$ cat config.mk
export PLATFORM = sky130hd
export DESIGN_NAME = text_term_tokenizer_core
export DESIGN_NICKNAME = d
export VERILOG_FILES = /design/src/sv/ttt_pkg.sv /design/src/sv/ttt_ram.sv /design/src/sv/ttt_ctrl.sv /design/src/sv/ttt_dp.sv /design/src/sv/text_term_tokenizer_core.sv
export SDC_FILE = /design/constraint.sdc
export NUM_CORES = 1
export LEC_CHECK = 0
export BUFFER_PORTS_ARGS = -buffer_cell sky130_fd_sc_hd__buf_2
export CELL_PAD_IN_SITES_DETAIL_PLACEMENT = 1
export CELL_PAD_IN_SITES_GLOBAL_PLACEMENT = 1
export CORE_ASPECT_RATIO = 0.75
export CORE_MARGIN = 3
export CORE_UTILIZATION = 52
export CTS_CLUSTER_SIZE = 24
export DETAILED_ROUTE_END_ITERATION = 8
export GPL_ROUTABILITY_DRIVEN = 0
export HOLD_SLACK_MARGIN = 0.15
export PLACE_DENSITY = 0.86
export SLEW_MARGIN = 20
export SYNTH_ARGS = -nofsm -noshare
export SYNTH_HDL_FRONTEND = slang
export SYNTH_HIERARCHICAL = 1
export SYNTH_SLANG_ARGS = --single-unit
$ cat constraint.sdc
create_clock -name clk_i -period 3.7 [get_ports clk_i]
set_input_delay 0.37 -clock clk_i [delete_from_list [all_inputs] [get_ports clk_i]]
set_output_delay 0.37 -clock clk_i [all_outputs]
set_load 0.01 [all_outputs]
$ cat src/sv/ttt_pkg.sv
`default_nettype none

package ttt_pkg;

  localparam int WORD_DEPTH    = 32;
  localparam int POSITION_BITS = 24;

  localparam int ADDR_W     = $clog2(WORD_DEPTH);
  localparam int CNT_W      = $clog2(WORD_DEPTH + 1);
  localparam int CHAR_W     = 8;
  localparam int TERM_POS_W = 24;
  localparam int DOC_W      = 16;

  typedef struct packed {
    logic [CHAR_W-1:0] data_byte;
    logic              end_of_document;
  } ttt_in_t;

  typedef struct packed {
    logic [CHAR_W-1:0]     term_char;
    logic                  term_last;
    logic                  run_last;
    logic [TERM_POS_W-1:0] term_position;
    logic [DOC_W-1:0]      doc_number;
    logic                  truncated;
  } ttt_out_t;

  // controller -> datapath
  typedef struct packed {
    logic accept;  // input word taken this cycle
    logic start;   // begin emitting the stored word
    logic step;    // current char taken, move to the next
    logic finish;  // final char taken, close the word
  } ttt_cmd_t;

  // datapath -> controller
  typedef struct packed {
    logic flush_req;   // input word ends the current word
    logic word_empty;  // nothing stored
    logic char_last;   // char on the output is the word's last
  } ttt_status_t;

  typedef enum logic {
    ST_IDLE,
    ST_EMIT
  } ttt_state_e;

endpackage

`default_nettype wire

$ cat src/sv/ttt_ram.sv
`default_nettype none

module ttt_ram #(
  parameter int WIDTH = 8,
  parameter int DEPTH = 32
) (
  input  wire logic                     clk_i,
  input  wire logic                     we_i,
  input  wire logic [$clog2(DEPTH)-1:0] waddr_i,
  input  wire logic [WIDTH-1:0]         wdata_i,
  input  wire logic                     re_i,
  input  wire logic [$clog2(DEPTH)-1:0] raddr_i,
  output logic      [WIDTH-1:0]         rdata_o
);

  logic [WIDTH-1:0] mem_q [DEPTH];
  logic [WIDTH-1:0] rdata_q;

  always_ff @(posedge clk_i) begin
    if (we_i) begin
      mem_q[waddr_i] <= wdata_i;
    end
    if (re_i) begin
      rdata_q <= mem_q[raddr_i];
    end
  end

  assign rdata_o = rdata_q;

endmodule

`default_nettype wire

$ cat src/sv/ttt_ctrl.sv
`default_nettype none

module ttt_ctrl (
  input  wire logic                 clk_i,
  input  wire logic                 rst_ni,
  input  wire logic                 in_valid_i,
  output logic                      in_ready_o,
  output logic                      out_valid_o,
  input  wire logic                 out_ready_i,
  input  wire ttt_pkg::ttt_status_t status_i,
  output ttt_pkg::ttt_cmd_t         cmd_o
);
  import ttt_pkg::*;

  ttt_state_e state_q, state_d;

  always_ff @(posedge clk_i or negedge rst_ni) begin
    if (!rst_ni) begin
      state_q <= ST_IDLE;
    end else begin
      state_q <= state_d;
    end
  end

  always_comb begin
    state_d = state_q;
    case (state_q)
      ST_IDLE: begin
        if (in_valid_i && status_i.flush_req && !status_i.word_empty) begin
          state_d = ST_EMIT;
        end
      end
      ST_EMIT: begin
        if (out_ready_i && status_i.char_last) begin
          state_d = ST_IDLE;
        end
      end
      default: state_d = ST_IDLE;
    endcase
  end

  always_comb begin
    in_ready_o  = 1'b0;
    out_valid_o = 1'b0;
    cmd_o       = '0;
    case (state_q)
      ST_IDLE: begin
        in_ready_o   = 1'b1;
        cmd_o.accept = in_valid_i;
        cmd_o.start  = in_valid_i && status_i.flush_req && !status_i.word_empty;
      end
      ST_EMIT: begin
        out_valid_o  = 1'b1;
        cmd_o.step   = out_ready_i && !status_i.char_last;
        cmd_o.finish = out_ready_i && status_i.char_last;
      end
      default: ;
    endcase
  end

endmodule

`default_nettype wire

$ cat src/sv/ttt_dp.sv
`default_nettype none

module ttt_dp (
  input  wire logic                                clk_i,
  input  wire logic                                rst_ni,
  input  wire ttt_pkg::ttt_in_t                    in_data_i,
  output ttt_pkg::ttt_out_t                        out_data_o,
  input  wire logic                                cfg_we_i,
  input  wire logic [ttt_pkg::DOC_W-1:0]           cfg_data_i,
  input  wire ttt_pkg::ttt_cmd_t                   cmd_i,
  output ttt_pkg::ttt_status_t                     status_o
);
  import ttt_pkg::*;

  localparam logic [CHAR_W-1:0] CHR_SP   = 8'h20;
  localparam logic [CHAR_W-1:0] CHR_HYP  = 8'h2D;
  localparam logic [CHAR_W-1:0] CHR_NL   = 8'h0A;
  localparam logic [CHAR_W-1:0] CHR_SL   = 8'h2F;
  localparam logic [CHAR_W-1:0] CHR_US   = 8'h5F;
  localparam logic [CHAR_W-1:0] CHR_AT   = 8'h40;
  localparam logic [CHAR_W-1:0] CHR_AMP  = 8'h26;
  localparam logic [CHAR_W-1:0] CHR_D0   = 8'h30;
  localparam logic [CHAR_W-1:0] CHR_D9   = 8'h39;
  localparam logic [CHAR_W-1:0] CHR_UA   = 8'h41;
  localparam logic [CHAR_W-1:0] CHR_UZ   = 8'h5A;
  localparam logic [CHAR_W-1:0] CHR_LA   = 8'h61;
  localparam logic [CHAR_W-1:0] CHR_LZ   = 8'h7A;
  localparam logic [CHAR_W-1:0] CASE_OFS = CHR_LA - CHR_UA;

  localparam logic [POSITION_BITS-1:0] POS_ONE = POSITION_BITS'(1);
  localparam logic [POSITION_BITS-1:0] POS_MAX = '1;
  localparam logic [CNT_W-1:0]         LEN_FULL = CNT_W'(WORD_DEPTH);

  logic [CNT_W-1:0]         len_q, len_d;
  logic [ADDR_W-1:0]        idx_q, idx_d;
  logic                     all_dig_q, all_dig_d;
  logic                     ovf_q, ovf_d;
  logic                     eod_q, eod_d;
  logic [POSITION_BITS-1:0] pos_q, pos_d;
  logic [DOC_W-1:0]         doc_q;

  logic [CHAR_W-1:0]        raw, up;
  logic                     is_sep, is_digit, is_kept, flush_req, absorb, word_full;
  logic [POSITION_BITS-1:0] pos_inc;
  logic                     ram_we, ram_re;
  logic [ADDR_W-1:0]        ram_raddr;
  logic [CHAR_W-1:0]        ram_rdata;
  logic                     char_last;

  // byte classification
  always_comb begin
    raw       = in_data_i.data_byte;
    up        = (raw inside {[CHR_LA:CHR_LZ]}) ? raw - CASE_OFS : raw;
    is_sep    = raw inside {CHR_SP, CHR_HYP, CHR_NL, CHR_SL, CHR_US};
    is_digit  = up inside {[CHR_D0:CHR_D9]};
    is_kept   = is_digit || (up inside {[CHR_UA:CHR_UZ]}) || up == CHR_AT || up == CHR_AMP;
    flush_req = in_data_i.end_of_document || is_sep;
    absorb    = cmd_i.accept && !flush_req && is_kept;
    word_full = (len_q == LEN_FULL);
  end

  assign pos_inc   = (pos_q == POS_MAX) ? pos_q : pos_q + POS_ONE;
  assign char_last = ((CNT_W'(idx_q) + CNT_W'(1)) == len_q);

  assign ram_we    = absorb && !word_full;
  assign ram_re    = cmd_i.start || cmd_i.step;
  assign ram_raddr = cmd_i.start ? '0 : idx_q + ADDR_W'(1);

  ttt_ram #(
    .WIDTH (CHAR_W),
    .DEPTH (WORD_DEPTH)
  ) u_word_ram (
    .clk_i   (clk_i),
    .we_i    (ram_we),
    .waddr_i (len_q[ADDR_W-1:0]),
    .wdata_i (up),
    .re_i    (ram_re),
    .raddr_i (ram_raddr),
    .rdata_o (ram_rdata)
  );

  always_comb begin
    len_d     = len_q;
    idx_d     = idx_q;
    all_dig_d = all_dig_q;
    ovf_d     = ovf_q;
    eod_d     = eod_q;
    pos_d     = pos_q;

    if (absorb) begin
      all_dig_d = all_dig_q && is_digit;
      if (word_full) begin
        ovf_d = 1'b1;
      end else begin
        len_d = len_q + CNT_W'(1);
      end
    end

    // separator with nothing stored: only the document end matters
    if (cmd_i.accept && flush_req && !cmd_i.start) begin
      len_d     = '0;
      all_dig_d = 1'b1;
      ovf_d     = 1'b0;
      if (in_data_i.end_of_document) begin
        pos_d = POS_ONE;
      end
    end

    if (cmd_i.start) begin
      idx_d = '0;
      eod_d = in_data_i.end_of_document;
    end

    if (cmd_i.step) begin
      idx_d = idx_q + ADDR_W'(1);
      if (all_dig_q) begin
        pos_d = pos_inc;
      end
    end

    if (cmd_i.finish) begin
      pos_d     = eod_q ? POS_ONE : pos_inc;
      len_d     = '0;
      all_dig_d = 1'b1;
      ovf_d     = 1'b0;
    end
  end

  always_ff @(posedge clk_i or negedge rst_ni) begin
    if (!rst_ni) begin
      len_q     <= '0;
      idx_q     <= '0;
      all_dig_q <= 1'b1;
      ovf_q     <= 1'b0;
      eod_q     <= 1'b0;
      pos_q     <= POS_ONE;
      doc_q     <= DOC_W'(1);
    end else begin
      len_q     <= len_d;
      idx_q     <= idx_d;
      all_dig_q <= all_dig_d;
      ovf_q     <= ovf_d;
      eod_q     <= eod_d;
      pos_q     <= pos_d;
      if (cfg_we_i) begin
        doc_q <= cfg_data_i;
      end
    end
  end

  always_comb begin
    out_data_o.term_char     = ram_rdata;
    out_data_o.term_last     = all_dig_q || char_last;
    out_data_o.run_last      = char_last;
    out_data_o.term_position = TERM_POS_W'(pos_q);
    out_data_o.doc_number    = doc_q;
    out_data_o.truncated     = ovf_q;
  end

  assign status_o.flush_req  = flush_req;
  assign status_o.word_empty = (len_q == '0);
  assign status_o.char_last  = char_last;

endmodule

`default_nettype wire

$ cat src/sv/text_term_tokenizer_core.sv
// Term tokenizer. Takes document text one byte per input word and emits the
// terms it finds one character per output word. Space, hyphen, newline, slash,
// underscore and the end-of-document flag close a word; letters are folded to
// upper case; anything other than digits, letters, '@' and '&' is dropped.
// An all-digit word comes out as one-digit terms, each with its own position.
// Every output word carries the term position (from 1 per document,
// saturating), the document number last written on cfg_data_i, and a
// truncated flag when the word had more than WORD_DEPTH kept characters (only
// the first WORD_DEPTH are emitted). run_last marks the final output word of
// a flush. A byte that does not close a word is taken directly while idle.
// A closing byte of a word with stored characters is taken as well, the
// first character appears in the next cycle (registered read of the word
// RAM), then one character per cycle while out_ready_i is high; no further
// byte is taken until the last character is taken. The word RAM's single
// read port sets the one-character-per-cycle output rate. Write cfg_data_i only while idle.
`default_nettype none

module text_term_tokenizer_core (
  input  wire logic                      clk_i,
  input  wire logic                      rst_ni,
  input  wire logic                      in_valid_i,
  output logic                           in_ready_o,
  input  wire ttt_pkg::ttt_in_t          in_data_i,
  output logic                           out_valid_o,
  input  wire logic                      out_ready_i,
  output ttt_pkg::ttt_out_t              out_data_o,
  input  wire logic                      cfg_we_i,
  input  wire logic [ttt_pkg::DOC_W-1:0] cfg_data_i
);
  import ttt_pkg::*;

  ttt_cmd_t    cmd;
  ttt_status_t status;

  // sequencing: idle/accept vs. emitting stored characters
  ttt_ctrl u_ctrl (
    .clk_i       (clk_i),
    .rst_ni      (rst_ni),
    .in_valid_i  (in_valid_i),
    .in_ready_o  (in_ready_o),
    .out_valid_o (out_valid_o),
    .out_ready_i (out_ready_i),
    .status_i    (status),
    .cmd_o       (cmd)
  );

  // classification, word RAM, position and document registers
  ttt_dp u_dp (
    .clk_i      (clk_i),
    .rst_ni     (rst_ni),
    .in_data_i  (in_data_i),
    .out_data_o (out_data_o),
    .cfg_we_i   (cfg_we_i),
    .cfg_data_i (cfg_data_i),
    .cmd_i      (cmd),
    .status_o   (status)
  );

endmodule

`default_nettype wire

==> results.yml, run 1 <==
status:
  status: "complete, no violations"
logic_synthesis:
  ys_top_cells_by_count: "edfxtp_1, mux4_2, nor2_1"
  synth_cells: 763
  synth_most_common_cell: "edfxtp_1"
  syn-num-nets: 798
  syn_area_per_cell_um2: 17.66
  synth-seq-cells: 319
  netlist.area_leader.share_pct: 58.82
  synth.cell_area_um2: 13480
  ys_top_cells_by_area: "edfxtp_1, mux4_2, dfrtp_1"
  synth_top_area_cell: "edfxtp_1"
  synthDistinctLibCells: 68
  synth_flop_cell: "edfxtp_1"
  ys_seq_area_share_pct: 69.07
  yosysWarnings: 6
  synth_edf_count: 264
  async_reset_ff_share_pct: 17.24
worst_hold_path:
  hp-class: "primary input to register"
  worstHoldPathCells: 2
  min_to: "u_dp/eod_q$_DFFE_PN0P_"
  worstHoldStart: "in_data_i[0]"
setup_path:
  critPathLaunch: "u_dp/len_q[0]$_DFFE_PN0P_"
  crit_type: "register to register"
  required_ns: 4.02
  reg2reg_depth: 12
  critPathMaxFanout: 12
  r2r_end: "u_dp/u_word_ram/rdata_o[5]$_DFFE_PP_"
  rr_startpoint: "u_dp/len_q[0]$_DFFE_PN0P_"
  end_kind: "register"
  r2r_slack_ns: 0.1
  start_kind: "register"
  arrival_ns: 3.92
sta:
  max_freq_mhz: 277.6
  setup_violations: 0
  slew_headroom_pct: 53.02
  slew_viol_final: 0
  hold_viol_final: 0
  tightestPinTransition_ns: 0.6993
  finalCriticalPeriod_ns: 3.603
  setup_slack_ns: 0.09724
  period_share_pct: 97.37
  skew_ns: 0.01670
clocking:
  htree_levels: 1
  clkSinkCount: 319
  insertion_delay_ns: 0.57
  cts_buffers: 31
  clock-root-buffer: "clkbuf_16"
  clk_pin_slew_ns: 0.07
  cts_tree: "done"
  cts_setup_buffers: 0
  ctsLongestPathBuffers: 3
floorplan:
  initial_utilization_pct: 53.45
  dieArea_um2: 27900
  die_x_um: 191.9
  die_h_um: 145.4
  ios: 83
  coreArea_um2: 25210
  row_count: 50
drt:
  ant_nets: 0
  routed_wl_um: 41130
  first_pass_iters: 5
  first_iter_violations: 1205
  wl_per_cell_um: 31.57
  via_per_inst: 6.638
  vias: 8649
  drc: 0
grt:
  grt_use_total_pct: 30.03
  grt_pass1_vias: 9205
  gr-total-overflow: 0
  grt_pass1_wl_um: 61850
  antenna_found_initial: 1
  grt_max_degree: 45
final_layout:
  nNetsFinal: 976
  layout-drive-gt1-share_pct: 36.27
  area_growth_pct: 19.34
  antenna_cells: 0
place:
  place_ws_ns: -0.03496
  dp_hpwl_um: 25560
  io_buffers: 82
flow_run:
  max_cap_violations: 0
power_and_ir_drop:
  power.density_nw_per_um2: 657.3
  p_leak_nw: 5.785
  p_total_mw: 10.57
  vdd_drop_max_mv: 0.4554
[flip-flops by register name, summed over array words and instances, names as in the netlist]
name / count
u_dp/u_word_ram/rdata_o: 8
u_dp/all_dig_q: 1
u_dp/idx_q: 5
u_dp/pos_q: 24
u_ctrl/state_q: 1
u_dp/ovf_q: 1
u_dp/u_word_ram/mem_q: 256
u_dp/eod_q: 1
u_dp/len_q: 6
u_dp/doc_q: 16
[cell usage in the layout, fill, tap and decap left out, types with 4 or more instances in the layout]
cell           count
o311ai_0           5
edfxtp_1         264
clkbuf_8           5
nand3_1           23
buf_2             81
clkbuf_1           8
and3_1             8
a21oi_1           13
buf_12             8
nand3b_1           6
nand2_1           31
a31oi_1            4
nand2b_1           6
ha_1               5
o21ai_1            4
xor2_1             5
inv_1             12
buf_4             74
mux2_2            26
mux2i_1            8
dfrtp_1           52
o21ai_0           20
and4_1             7
a41oi_1            4
dlygate4sd3_1     20
nor2_1            51
clkbuf_16         31
nand4_1           15
mux4_2            80
[metrics by stage]
step	util [%]	setup TNS [ns]	area, um2	instances	hold slack (ns)
6_report	63.79	0	16080	1303	0.2105
5_1_grt	63.79	-0.01636	16080	1303	0.1956
4_1_cts	63.67	0	16050	1303	0.1778
3_5_place_dp	58.80	-0.1182	14820	1226	0.4928
3_3_place_gp	58.80	0	14820	1226	0.4853
2_1_floorplan	-	0	13480	763	0.07441
[repair_timing]
item / CTS / global route
setup endpoints to repair: 8 / 22
cloned: 0 / 0
hold endpoints to repair: 59 / 0
resized for setup: 1 / 5
hold buffers: 20 / 0
[worst max path at each step]
stage / endpoint / slack, ns / cells past startpoint
after floorplan: u_dp/u_word_ram/rdata_o[0]$_DFFE_PP_ / 0.0006 / 15
after global placement: u_dp/u_word_ram/rdata_o[5]$_DFFE_PP_ / 0.1 / 14
after detailed placement: u_dp/u_word_ram/rdata_o[5]$_DFFE_PP_ / -0.03 / 14
after CTS: u_dp/pos_q[11]$_DFF_PN0_ / 0.04 / 11
after global routing: u_dp/u_word_ram/rdata_o[5]$_DFFE_PP_ / -0.02 / 12
final: u_dp/u_word_ram/rdata_o[5]$_DFFE_PP_ / 0.1 / 12
[worst max-delay path, stage by stage (launching register included)]
cell	delay (ns)
dfrtp_1	0.40
inv_1	0.09
ha_1	0.22
nor4b_4	0.32
nor2b_1	0.21
nor4bb_2	0.07
buf_4	0.17
nor2_4	0.12
buf_12	0.19
buf_4	0.25
mux4_2	0.55
mux4_2	0.48
mux2_2	0.27
[where the power goes]
group	total [mW]	switching [mW]	internal (mW)	leakage [nW]
clock network	3.20	1.35	1.85	0.491
registers	4.15	0.118	4.03	3.09
logic	3.22	1.63	1.59	2.20
total	10.6	3.10	7.47	5.79
[layer usage]
| layer | global-route usage (%) | vias to the layer above | wire length [um] |
|---|---|---|---|
| met2 | 46.69 | 626 | 19660 |
| met4 | 10.41 | 0 | 1880 |
| met5 | 0 | - | 0 |
| li1 | - | 3433 | - |
| met1 | 42.82 | 4442 | 15520 |
| met3 | 6.285 | 148 | 4075 |
[cell type report]
class                           count  area [um2]
Clock buffer                       44       874.6
Clock inverter                     13       147.6
Fill cell                        2226        9129
Inverter                           13       48.80
Multi-Input combinational cell    393        3960
Sequential cell                   319        9308
Tap cell                          338       422.9
Timing Repair Buffer              183        1321
[logic make-up after synthesis]
kind of cell	synth area share, %
buffers and inverters	1.987
xor gates and xnor gates	0.5849
AOI/OAI and AO/OA	4.224
adders and majority gates	0.4642
and+or+nand+nor	7.539
muxes	16.14
DFF	69.07
Note: power is estimated with default switching activity, not from simulation.
==> inputs of run 2 (changes only) <==
- CORE_ASPECT_RATIO: 0.75 -> 0.7
- REMOVE_ABC_BUFFERS: unset -> 1
- clock period: 3.7 -> 3.8 ns (I/O delays scaled with it)
==> run 2 against run 1 <==
Worst hold slack lost 0.045 ns. Via count decreased by 1.6%. Die area barely moved. Final area is 0.16% higher. Critical path depth unchanged. Wire length grew 1.5%. Sequential share of layout area is 0.094 points lower. Utilization up 0.53 points. Largest power group unchanged. First-iteration DRC count decreased by 18%. Worst setup slack better by 0.11 ns. Power fell by 1.4%. Register-to-register slack improved by 0.11 ns.
==> results.yml, run 2 (synthesis gave the netlist of run 1 again) <==
setup_path:
  required_ns: 4.12
  critPathMaxFanout: 14
  r2r_slack_ns: 0.20
  start_kind: "register"
  crit_chain: "inv_1 > ha_1 > nor4b_2 > nor2b_1 > nor4bb_2 > buf_4 > nor2_4 > buf_4 > buf_12 > mux4_2 > mux4_2 > mux2_2"
  rr_startpoint: "u_dp/len_q[0]$_DFFE_PN0P_"
  crit_type: "register to register"
  arrival_ns: 3.92
  critPathMaxStageDelay_ns: 0.55
  r2r_end: "u_dp/u_word_ram/rdata_o[3]$_DFFE_PP_"
  reg2reg_depth: 12
  slowest_stage: "mux4_2"
  end_kind: "register"
final_layout:
  largest_reg_flops: 256
  nNetsFinal: 980
  reg_top3: "u_dp/u_word_ram/mem_q (256), u_dp/pos_q (24), u_dp/doc_q (16)"
  area_growth_pct: 19.53
  final_cell_mix: "edfxtp_1, buf_2, mux4_2"
  layout-drive-gt1-share_pct: 36.08
  final_cells: 1295
  regMostFlops: "u_dp/u_word_ram/mem_q"
  nFillCells: 2207
  mostFrequentLayoutCell: "edfxtp_1"
  antenna_cells: 0
drt:
  first_iter_violations: 993
  via_per_inst: 6.574
  drc: 0
  vias: 8513
  wl_per_cell_um: 32.25
  routed_wl_um: 41770
  first_pass_iters: 5
  ant_nets: 0
power_and_ir_drop:
  power.density_nw_per_um2: 647.0
  p_leak_nw: 5.821
  p_total_mw: 10.42
  vdd_drop_max_mv: 0.4744
clocking:
  htree_levels: 1
  clock-root-buffer: "clkbuf_16"
  cts_setup_buffers: 0
  clkSinkCount: 319
  insertion_delay_ns: 0.58
  cts_tree: "done"
  ctsLongestPathBuffers: 3
  cts_buffers: 31
  clk_pin_slew_ns: 0.07
sta:
  slew_viol_final: 0
  skew_ns: 0.01312
  finalCriticalPeriod_ns: 3.597
  setup_violations: 0
  slew_headroom_pct: 43.95
  hold_viol_final: 0
  tightestPinTransition_ns: 0.8408
  max_freq_mhz: 278.0
  period_share_pct: 94.66
  rsz0062_at_grt: "no"
worst_hold_path:
  worstHoldPathCells: 3
  worstHoldStart: "in_data_i[6]"
  min_to: "u_dp/all_dig_q$_DFFE_PN1P_"
  hp-class: "primary input to register"
floorplan:
  dieArea_um2: 27920
  ios: 83
  coreArea_um2: 25040
  row_count: 48
  die_h_um: 140.7
  initial_utilization_pct: 53.81
  die_x_um: 198.4
place:
  io_buffers: 82
  dp_cells: 1218
  dp_hpwl_um: 25890
flow_run:
  max_cap_violations: 0
grt:
  grt_use_total_pct: 30.60
  gr-total-overflow: 0
  grt_pass1_wl_um: 61900
  grt_pass1_vias: 8955
  grt_max_degree: 40
  antenna_found_initial: 1
status:
  status: "complete, no violations"
## run 2: cell types whose count changed in the layout (fill, tap and decap cells not counted), moves of 2 or more
cell and change:
buf_4 +5, clkbuf_1 +5, clkbuf_16 +2, clkinvlp_4 -2
clkinv_1 -3, clkbuf_8 -3
## run 2: report_power, final
part           internal [mW]  switching, mW  total, mW
registers               3.93          0.104       4.03
logic                   1.57           1.54       3.11
clock network           1.92           1.37       3.29
total                   7.41           3.01       10.4
## run 2: how the worst max path moves through the flow
stage	startpoint	depth (start not counted)	end	slack (ns)
after floorplan	in_data_i[6]	10	u_dp/u_word_ram/rdata_o[0]$_DFFE_PP_	-3.92
after global placement	in_data_i[5]	14	u_dp/u_word_ram/rdata_o[3]$_DFFE_PP_	0.06
after detailed placement	in_data_i[5]	14	u_dp/u_word_ram/rdata_o[0]$_DFFE_PP_	-0.04
after CTS	u_dp/len_q[0]$_DFFE_PN0P_	12	u_dp/u_word_ram/rdata_o[5]$_DFFE_PP_	0.15
after global routing	u_dp/idx_q[0]$_DFFE_PN0P_	13	u_dp/pos_q[9]$_DFF_PN0_	0.03
final	u_dp/len_q[0]$_DFFE_PN0P_	12	u_dp/u_word_ram/rdata_o[3]$_DFFE_PP_	0.20
## run 2: timing repair
action	CTS	global route
hold buffers	19	0
endpoints found under the setup margin	0	10
endpoints found under the hold margin	50	0
resized for setup	0	2
## run 2: layout make-up
| cell class | instances | area [um2] | share of cell area (%) |
|---|---|---|---|
| multi-input combinational | 393 | 3939 | 24.45 |
| inverter | 13 | 48.80 | 0.3029 |
| sequential | 319 | 9308 | 57.78 |
| clock buffer | 48 | 902.1 | 5.600 |
| timing repair buffer | 187 | 1334 | 8.280 |
| clock inverter | 10 | 171.4 | 1.064 |
| tap | 325 | 406.6 | 2.524 |
## run 2: layer usage
metal	vias up	wire (um)	track usage, %
met1	4432	16410	44.17
met3	90	4314	6.832
met4	2	1423	9.387
li1	3437	-	-
met2	552	19610	47.46
met5	-	8	0
## run 2: metrics by stage
stage          cell area [um2]  worst slack [ns]  util [%]  TNS (ns)  hold WS (ns)
2_1_floorplan            13260            -3.920         -    -31.36       0.08441
3_3_place_gp             14830           0.06066     59.23         0        0.4839
3_5_place_dp             14830          -0.04060     59.23   -0.1399        0.4912
4_1_cts                  16100            0.1533     64.27         0        0.1603
5_1_grt                  16110           0.03255     64.32         0        0.2070
6_report                 16110            0.2029     64.32         0        0.1658
## run 2: worst max-delay path: cells and delay by family (launching register included)
| kind | cells | cell delay [ns] |
|---|---|---|
| and+or+nand+nor | 4 | 0.80 |
| DFF | 1 | 0.38 |
| muxes | 3 | 1.39 |
| adders and majority gates | 1 | 0.17 |
| buffers and inverters | 4 | 0.60 |
